## src/hw/rtl/cts_pkg.sv

```systemverilog
// ----------------------------------------------------------------------------
// Closure triangle selector package
// Shared widths, constants and the request record passed from front to back.
// ----------------------------------------------------------------------------
package cts_pkg;

  localparam int MaxStations = 12;
  localparam int IdxW        = $clog2(MaxStations);
  localparam int CntW        = $clog2(MaxStations + 1);
  localparam int BaseDepth   = MaxStations * (MaxStations + 1) / 2;
  localparam int BaseW       = $clog2(BaseDepth + 1);
  localparam int TriDepth    = 55;
  localparam int TriW        = $clog2(TriDepth + 1);

  typedef enum logic [1:0] {
    StTriangle = 2'd0,
    StTooFew   = 2'd1,
    StTooMany  = 2'd2,
    StMismatch = 2'd3
  } status_e;

  // One request from the front to the back: a station code and a list-end flag.
  typedef struct packed {
    logic [7:0] code;
    logic       last;
  } req_t;

endpackage

```

## src/hw/rtl/closure_triangle_selector_core.sv

```systemverilog
// ----------------------------------------------------------------------------
// Closure triangle selector
// Collects station lists and returns the closure triangle set per list.
// ----------------------------------------------------------------------------
// Channel   Handshake      Fields
// input     push / full    station_code, last_station
// result    pop / empty    vertex_a..c, triangle_count, status, last
//
// Stations are taken one per cycle, when not full, into a two-entry queue.
// On a valid list end the back end walks the triples in order, its
// baseline search scanning the store serially for each triple; a kept
// triple appends its missing baselines. Input stalls during the walk.
// Kept triangles leave one by one, held until popped. Reset clears all control
// state; the baseline store needs no clearing pass as a fill count bounds it.
// ----------------------------------------------------------------------------
module closure_triangle_selector_core (
  input  logic       clk_i,
  input  logic       rst_ni,
  input  logic       push,
  output logic       full,
  input  logic [7:0] station_code_i,
  input  logic       last_station_i,
  output logic       empty,
  input  logic       pop,
  output logic [7:0] vertex_a_o,
  output logic [7:0] vertex_b_o,
  output logic [7:0] vertex_c_o,
  output logic [5:0] triangle_count_o,
  output logic [1:0] status_o,
  output logic       last_o
);
  import cts_pkg::*;

  req_t in_req, q_req;
  logic q_valid, q_take;

  assign in_req.code = station_code_i;
  assign in_req.last = last_station_i;

  cts_front u_front (
    .clk_i, .rst_ni, .push_i(push), .full_o(full), .req_i(in_req),
    .valid_o(q_valid), .take_i(q_take), .req_o(q_req)
  );

  cts_back u_back (
    .clk_i, .rst_ni, .valid_i(q_valid), .take_o(q_take), .req_i(q_req),
    .empty_o(empty), .pop_i(pop), .vertex_a_o, .vertex_b_o, .vertex_c_o,
    .triangle_count_o, .status_o, .last_o
  );
endmodule

```

## src/hw/rtl/cts_front.sv

```systemverilog
// ----------------------------------------------------------------------------
// Closure triangle selector front end
// Accepts station requests into a two-entry queue toward the back end.
// ----------------------------------------------------------------------------
module cts_front (
  input  logic          clk_i,
  input  logic          rst_ni,
  input  logic          push_i,
  output logic          full_o,
  input  cts_pkg::req_t req_i,
  output logic          valid_o,
  input  logic          take_i,
  output cts_pkg::req_t req_o
);
  import cts_pkg::*;

  req_t       mem_q [2];
  logic       wr_q, rd_q;
  logic [1:0] cnt_q;
  logic       wr_en, rd_en;

  assign full_o  = (cnt_q == 2'd2);
  assign valid_o = (cnt_q != 2'd0);
  assign req_o   = mem_q[rd_q];
  assign wr_en   = push_i && !full_o;
  assign rd_en   = take_i && valid_o;

  // Queue storage.
  always_ff @(posedge clk_i) begin
    if (wr_en) begin
      mem_q[wr_q] <= req_i;
    end
  end

  // Queue pointers and fill count.
  always_ff @(posedge clk_i or negedge rst_ni) begin
    if (!rst_ni) begin
      wr_q  <= 1'b0;
      rd_q  <= 1'b0;
      cnt_q <= 2'd0;
    end else begin
      if (wr_en) wr_q <= ~wr_q;
      if (rd_en) rd_q <= ~rd_q;
      cnt_q <= cnt_q + {1'b0, wr_en} - {1'b0, rd_en};
    end
  end
endmodule

```

## src/hw/rtl/cts_back.sv

```systemverilog
// ----------------------------------------------------------------------------
// Closure triangle selector back end
// Stores stations, walks triples, keeps triangles, and plays out results.
// ----------------------------------------------------------------------------
module cts_back (
  input  logic               clk_i,
  input  logic               rst_ni,
  input  logic               valid_i,
  output logic               take_o,
  input  cts_pkg::req_t      req_i,
  output logic               empty_o,
  input  logic               pop_i,
  output logic [7:0]         vertex_a_o,
  output logic [7:0]         vertex_b_o,
  output logic [7:0]         vertex_c_o,
  output logic [5:0]         triangle_count_o,
  output logic [1:0]         status_o,
  output logic               last_o
);
  import cts_pkg::*;

  typedef enum logic [6:0] {
    SLoad  = 7'b0000001,
    STri   = 7'b0000010,
    SScan  = 7'b0000100,
    SDec   = 7'b0001000,
    SApp   = 7'b0010000,
    SEmit  = 7'b0100000,
    SErr   = 7'b1000000
  } state_e;

  state_e            state_q;
  logic [7:0]        stn_q [MaxStations];
  logic [CntW-1:0]   n_q;
  logic              ovf_q;
  logic [15:0]       base_q [BaseDepth];
  logic [BaseW-1:0]  bcnt_q, prior_q, scan_q;
  logic [IdxW-1:0]   i_q, j_q, k_q;
  logic [7:0]        a_q, b_q, c_q;
  logic [15:0]       k1_q, k2_q, k3_q;
  logic              f1_q, f2_q, f3_q;
  logic [15:0]       ent_q;
  logic              chk_q;
  logic [2:0]        add_q;
  logic [23:0]       tri_q [TriDepth];
  logic [TriW-1:0]   kept_q, rd_q;
  logic [TriW-1:0]   exp_q;
  logic [23:0]       tri_rd_q;
  logic [1:0]        st_q;
  logic              outv_q;

  logic [15:0] key_ab, key_bc, key_ca, app_key;
  logic        wr_ok, n1, n2, n3, is_new;
  logic [2:0]  add_d, add_rest;
  logic [IdxW-1:0] ni, nj, nk;
  logic        has_next;

  function automatic logic [15:0] pkey(input logic [7:0] x, input logic [7:0] y);
    return (x < y) ? {x, y} : {y, x};
  endfunction

  assign key_ab = pkey(stn_q[i_q], stn_q[j_q]);
  assign key_bc = pkey(stn_q[j_q], stn_q[k_q]);
  assign key_ca = pkey(stn_q[k_q], stn_q[i_q]);
  assign n1     = !f1_q;
  assign n2     = !f2_q;
  assign n3     = !f3_q;
  assign is_new = n1 || n2 || n3;

  // Missing baselines of the triple, each distinct key appended once.
  assign add_d[0] = n1;
  assign add_d[1] = n2 && !(n1 && (k2_q == k1_q));
  assign add_d[2] = n3 && !(n1 && (k3_q == k1_q)) && !(n2 && (k3_q == k2_q));
  assign add_rest = add_q & (add_q - 3'd1);
  assign app_key  = add_q[0] ? k1_q : (add_q[1] ? k2_q : k3_q);

  // Next triple in lexicographic order.
  always_comb begin
    ni = i_q; nj = j_q; nk = k_q; has_next = 1'b1;
    if (CntW'(k_q) + 1'b1 < n_q) begin
      nk = k_q + 1'b1;
    end else if (CntW'(j_q) + 2'd2 < n_q) begin
      nj = j_q + 1'b1; nk = j_q + 2'd2;
    end else if (CntW'(i_q) + 2'd3 < n_q) begin
      ni = i_q + 1'b1; nj = i_q + 2'd2; nk = i_q + 2'd3;
    end else begin
      has_next = 1'b0;
    end
  end

  assign wr_ok   = (state_q == SLoad) && valid_i;
  assign take_o  = wr_ok;
  assign empty_o = !outv_q;

  // Result ports.
  assign vertex_a_o       = (st_q == StTriangle) ? tri_rd_q[23:16] : 8'd0;
  assign vertex_b_o       = (st_q == StTriangle) ? tri_rd_q[15:8]  : 8'd0;
  assign vertex_c_o       = (st_q == StTriangle) ? tri_rd_q[7:0]   : 8'd0;
  assign triangle_count_o = (st_q == StTriangle) ? kept_q : 6'd0;
  assign status_o         = st_q;
  assign last_o           = (st_q != StTriangle) || (rd_q + 1'b1 == kept_q);

  // Station, baseline and triangle storage, with registered baseline and triangle reads.
  always_ff @(posedge clk_i) begin
    if (wr_ok && n_q < CntW'(MaxStations)) begin
      stn_q[n_q[IdxW-1:0]] <= req_i.code;
    end
    if (state_q == SDec && is_new && kept_q < exp_q) begin
      tri_q[kept_q] <= {a_q, b_q, c_q};
    end
    // One missing baseline is appended per cycle.
    if (state_q == SApp && bcnt_q < BaseW'(BaseDepth)) begin
      base_q[bcnt_q] <= app_key;
    end
    ent_q    <= base_q[(scan_q < BaseW'(BaseDepth)) ? scan_q : '0];
    tri_rd_q <= tri_q[rd_q];
  end

  // Control sequencer.
  always_ff @(posedge clk_i or negedge rst_ni) begin
    if (!rst_ni) begin
      state_q <= SLoad;
      n_q <= '0; ovf_q <= 1'b0; bcnt_q <= '0; kept_q <= '0;
      rd_q <= '0; st_q <= StTriangle; outv_q <= 1'b0;
      i_q <= '0; j_q <= '0; k_q <= '0; prior_q <= '0; scan_q <= '0;
      a_q <= '0; b_q <= '0; c_q <= '0; k1_q <= '0; k2_q <= '0; k3_q <= '0;
      f1_q <= 1'b0; f2_q <= 1'b0; f3_q <= 1'b0; exp_q <= '0;
      chk_q <= 1'b0; add_q <= '0;
    end else begin
      case (state_q)
        SLoad: begin
          if (wr_ok) begin
            if (n_q < CntW'(MaxStations)) n_q <= n_q + 1'b1;
            else ovf_q <= 1'b1;
            if (req_i.last) begin
              bcnt_q <= '0; kept_q <= '0; rd_q <= '0;
              if (ovf_q || n_q >= CntW'(MaxStations)) begin
                st_q <= StTooMany; state_q <= SErr; outv_q <= 1'b1;
              end else if (n_q < CntW'(2)) begin
                st_q <= StTooFew; state_q <= SErr; outv_q <= 1'b1;
              end else begin
                exp_q <= TriW'((8'(n_q) * (8'(n_q) - 8'd1)) >> 1);
                i_q <= '0; j_q <= IdxW'(1); k_q <= IdxW'(2);
                state_q <= STri;
              end
            end
          end
        end
        STri: begin
          a_q <= stn_q[i_q]; b_q <= stn_q[j_q]; c_q <= stn_q[k_q];
          k1_q <= key_ab; k2_q <= key_bc; k3_q <= key_ca;
          state_q <= SScan; scan_q <= '0; prior_q <= bcnt_q; chk_q <= 1'b0;
          f1_q <= 1'b0; f2_q <= 1'b0; f3_q <= 1'b0;
        end
        SScan: begin
          // The entry read in the previous cycle is compared now.
          if (chk_q) begin
            if (ent_q == k1_q) f1_q <= 1'b1;
            if (ent_q == k2_q) f2_q <= 1'b1;
            if (ent_q == k3_q) f3_q <= 1'b1;
          end
          if (scan_q < prior_q) begin
            scan_q <= scan_q + 1'b1; chk_q <= 1'b1;
          end else begin
            chk_q <= 1'b0; state_q <= SDec;
          end
        end
        SDec: begin
          if (is_new && kept_q >= exp_q) begin
            st_q <= StMismatch; state_q <= SErr; outv_q <= 1'b1;
          end else if (is_new) begin
            kept_q <= kept_q + 1'b1; add_q <= add_d; state_q <= SApp;
          end else if (has_next) begin
            i_q <= ni; j_q <= nj; k_q <= nk; state_q <= STri;
          end else if (kept_q == exp_q) begin
            st_q <= StTriangle; state_q <= SEmit; rd_q <= '0;
          end else begin
            st_q <= StMismatch; state_q <= SErr; outv_q <= 1'b1;
          end
        end
        SApp: begin
          if (bcnt_q < BaseW'(BaseDepth)) bcnt_q <= bcnt_q + 1'b1;
          add_q <= add_rest;
          if (add_rest == '0) begin
            if (has_next) begin
              i_q <= ni; j_q <= nj; k_q <= nk; state_q <= STri;
            end else if (kept_q == exp_q) begin
              st_q <= StTriangle; state_q <= SEmit; rd_q <= '0;
            end else begin
              st_q <= StMismatch; state_q <= SErr; outv_q <= 1'b1;
            end
          end
        end
        SEmit: begin
          // Fetch the entry first, then hold it until popped.
          if (!outv_q) begin
            outv_q <= 1'b1;
          end else if (pop_i) begin
            outv_q <= 1'b0;
            if (rd_q + 1'b1 == kept_q) begin
              state_q <= SLoad; n_q <= '0; ovf_q <= 1'b0;
            end else begin
              rd_q <= rd_q + 1'b1;
            end
          end
        end
        SErr: begin
          if (pop_i) begin
            outv_q <= 1'b0; state_q <= SLoad; n_q <= '0; ovf_q <= 1'b0;
          end
        end
        default: state_q <= SLoad;
      endcase
    end
  end
endmodule
```

## config.mk

```make
export PLATFORM = sky130hd
export DESIGN_NAME = closure_triangle_selector_core
export DESIGN_NICKNAME = d
export VERILOG_FILES = /design/src/hw/rtl/cts_pkg.sv /design/src/hw/rtl/closure_triangle_selector_core.sv /design/src/hw/rtl/cts_front.sv /design/src/hw/rtl/cts_back.sv
export SDC_FILE = /design/constraint.sdc
export NUM_CORES = 2
export LEC_CHECK = 0
export BUFFER_PORTS_ARGS = -buffer_cell sky130_fd_sc_hd__buf_2
export CAP_MARGIN = 0
export CORE_MARGIN = 3
export CORE_UTILIZATION = 58
export DETAILED_ROUTE_END_ITERATION = 10
export PLACE_DENSITY = 0.77
export RECOVER_POWER = 25
export SYNTH_ARGS = -nofsm -noshare
export SYNTH_HDL_FRONTEND = slang
export SYNTH_SLANG_ARGS = --single-unit
```

## constraint.sdc

```tcl
create_clock -name clk_i -period 6.7 [get_ports clk_i]
set_clock_uncertainty 0.05 [all_clocks]
set_input_delay 0.335 -clock clk_i [delete_from_list [all_inputs] [get_ports clk_i]]
set_output_delay 0.335 -clock clk_i [all_outputs]
set_load 0.01 [all_outputs]
```

==> results.cfg <==
[status]
status = finished, violations left
violations = max-capacitance violations, max-slew violations

[timing]
min_period_over_period_pct = 78.6
slew_viol_final = 1435
rsz0062_at_grt = no
hold_viol_final = 0
fmax_ghz = 0.190
finalSetupViolations = 0
setup_tns_ns = 0
worst_pin_slew_ns = 4.75
fin_ws_ns = 1.43
layout_min_cycle_time_ns = 5.27
maxSlewHeadroom_pct = -216

[layout]
multiInputGateArea_sq_mm = 0.0302
drive_above_1_share_pct = 20.9
fillers = 12500
nets = 6800
area_delta_synth_final_pct = 11.1
final_util_pct = 65.0
seq_area_sq_mm = 0.0851

[power_and_ir_drop]
p_per_area_mw_per_mm2 = 337
comb_power_share_pct = 11.7
switching_share_pct = 25.8
p_leak_uw = 0.0418
intPower_uw = 32500
p_seq_share_pct = 52.3
peakVddDrop_mv = 0.381
switching_power_uw = 11300
p_clk_share_pct = 36.0

[min_path]
hp-class = input port to register
min_to = u_front.mem_q[0][0]
min-delay-start = last_station_i
whs_path_depth = 2

[yosys]
yosys-top-cells-area = edfxtp_1, mux4_2, dfrtp_1
synth_top_flop_cell = edfxtp_1
postSynthAreaPerCell_sq_um = 17.7
yosysTopAreaCell = edfxtp_1
yosysSeqAreaShare_pct = 72.7
synth_top_area_share_pct = 68.9
syn_nets = 6681
synth_edf_count = 2682
synthCells = 6591
synth_warnings = 0
async_reset_ff_share_pct = 5.19
ys_ff_latch = 2871
synth_area_sq_mm = 0.117
synth.distinct_cells = 90

[flow_run]
max_cap_viol_count = 27

[setup_path]
reg2reg_to = u_back.k2_q[11]
crit_type = register to register
rrSetupSlack_ns = 1.43
critPathCaptureType = register
arrival_ns = 5.95
worstPathRequired_ns = 7.38
crit_path_start_kind = register
crit_fanout = 15
r2r_cells = 11
rr_startpoint = u_back.k_q[0]

[clocking]
clock-root-buffer = clkbuf_16
cts.sinks = 2871
cts_setup_buffers = 0
clock_path_buffers = 4
numCtsBuffers = 294
cts_tree = done
clkLatencyLatePin_ns = 0.94
clkTransAtPathRegs_ns = 0.06
h-tree-depth = 5

[floorplanning]
num_rows = 164
die_h_um = 455
die_w_um = 455
ios = 48
core-area_sq_mm = 0.200
initial_core_util_pct = 58.5
die-area_sq_mm = 0.207

[route]
viasPerCell = 7.06
vias = 67700
drt_pass1_iterations = 9
ant_nets = 0
drt-total-wl_um = 326000
drt_iter0_drc = 11500
drc = 0
wire_per_inst_um = 34.0

[global_routing]
antenna_found_initial = 26
grt_pass1_wl_um = 470000
grt_max_degree = 164
grt_pass1_vias = 66800
track_usage_pct = 31.4
grt_overflow = 0

[place]
dp_hpwl_um = 181000
io_buffer_count = 47
pre_cts_slack_ns = 1.42
gp_congestion = 0.902
## cell families (layout without fill, tap and decap cells)
family                   after synthesis  count (layout)  synth area share (%)
flip-flops                          2871            2871                  72.7
adder cells (fa/ha/maj)               78              78                 0.877
XOR/XNOR                             130             130                 0.973
other                                  0               9                     0
AO/OA/AOI/OAI                       1086            1086                  6.41
multiplexers                         812             812                  12.9
buffers and inverters                531             860                  1.90
AND/OR/NAND/NOR                     1083            1083                  4.20
## placed cells by master, fill, tap and decap left out, types with 20 or more instances in the layout
| master | count |
|---|---|
| nand4_1 | 35 |
| nand2b_1 | 29 |
| clkinv_2 | 39 |
| clkbuf_1 | 108 |
| mux2_2 | 113 |
| a2111oi_0 | 30 |
| o21a_1 | 23 |
| o211ai_1 | 57 |
| edfxtp_1 | 2682 |
| mux2i_1 | 152 |
| dfxtp_1 | 40 |
| mux4_2 | 543 |
| buf_4 | 181 |
| nand2_1 | 433 |
| a221o_1 | 31 |
| clkbuf_16 | 303 |
| nor2_1 | 234 |
| nor3_1 | 32 |
| a21oi_1 | 200 |
| buf_2 | 37 |
| ha_1 | 70 |
| o22ai_1 | 47 |
| a31oi_1 | 64 |
| nor2_2 | 68 |
| and3_1 | 60 |
| inv_1 | 71 |
| clkinv_1 | 52 |
| and2_1 | 41 |
| dfrtp_1 | 139 |
| nor4_1 | 25 |
| o21ai_0 | 233 |
| a221oi_1 | 66 |
| a2bb2oi_1 | 20 |
| nand3_1 | 38 |
| xor2_1 | 94 |
| o221ai_1 | 110 |
| xnor2_1 | 36 |
## synth_stat cells (all sizes together) (22+ instances only)
master	count
a31oi	64
dfxtp	40
xnor2	36
nand3	38
mux2	114
a221oi	66
mux4	543
nand2	435
nand4	35
nor3	32
xor2	94
a2111oi	31
nand2b	29
inv	76
o21a	23
edfxtp	2682
mux2i	155
dfrtp	148
a311oi	22
and3	60
o211ai	57
nor2	314
clkbuf	251
o221ai	111
a221o	31
a21oi	202
o21ai	262
ha	70
o22ai	47
buf	202
nor4	26
and2	41
## timing repair
| item | 4_1_cts | 5_1_grt |
|---|---|---|
| hold endpoints to repair | 123 | 0 |
| gates resized for setup | 0 | 0 |
| hold buffers | 12 | 0 |
## critical path, cell delays in order (launching register included)
cell	delay (ns)
dfrtp_1	0.94
buf_4	0.41
mux4_2	0.54
a21oi_1	0.60
ha_1	0.36
a21o_1	0.18
a21o_1	0.18
a221o_1	0.37
a21oi_1	0.26
inv_1	0.11
a311oi_2	0.88
a221oi_1	0.20
## per-layer routing
layer | wire (um) | track usage [%] | vias up
met1 | 114000 | 43.0 | 34300
met5 | 320 | 0.253 | -
met4 | 14500 | 12.2 | 24
met3 | 46000 | 9.99 | 967
li1 | - | - | 26800
met2 | 150000 | 47.6 | 5536
## worst max path at each step
stage	startpoint	endpoint	slack, ns	cells past startpoint
2_1_floorplan	u_back.add_q[1]	u_back.base_q[0][10]	1.64	4
3_3_place_gp	u_back.k_q[0]	u_back.k2_q[13]	1.58	11
3_5_place_dp	u_back.k_q[0]	u_back.k2_q[11]	1.42	11
4_1_cts	u_back.k_q[0]	u_back.k2_q[11]	1.40	11
5_1_grt	rst_ni	u_back.rd_q[1]	0.83	2
6_report	u_back.k_q[0]	u_back.k2_q[11]	1.43	11
## cell type report
type,count,area share (%)
inverter,78,0.229
sequential,2871,65.5
multi-input combinational,3189,23.2
tap,2656,2.56
clock buffer,385,6.13
antenna,9,0.0173
timing repair buffer,276,1.56
clock inverter,121,0.797
## flip-flops by register name, indices dropped and copies added, names as in the netlist, 8 cells and up
| register | flops |
|---|---|
| u_back.ent_q | 16 |
| u_back.c_q | 8 |
| u_front.mem_q | 18 |
| u_back.k2_q | 16 |
| u_back.stn_q | 96 |
| u_back.tri_q | 1320 |
| u_back.k3_q | 16 |
| u_back.tri_rd_q | 24 |
| u_back.base_q | 1248 |
| u_back.a_q | 8 |
| u_back.b_q | 8 |
| u_back.k1_q | 16 |
## power by group through the flow
stage	registers, uW	logic [uW]	clock network, uW
after CTS	22700	5060	15800
after floorplan	23500	2370	0
after detailed placement	23100	4990	0
final	22900	5130	15800
after global routing	22900	5480	16500
after global placement	23100	4720	0
## stage by stage
| step | hold slack, ns | power (uW) | area, sq um | cells |
|---|---|---|---|---|
| final | 0.283 | 43800 | 130000 | 9585 |
| after global routing | 0.293 | 44900 | 130000 | 9577 |
| after CTS | 0.0721 | 43600 | 130000 | 9576 |
| after detailed placement | 0.405 | 28100 | 121000 | 9058 |
| after global placement | 0.399 | 27800 | 121000 | 9058 |
| after floorplan | -0.0106 | 25900 | 117000 | 6591 |
Power figures use the tool's default switching activity.
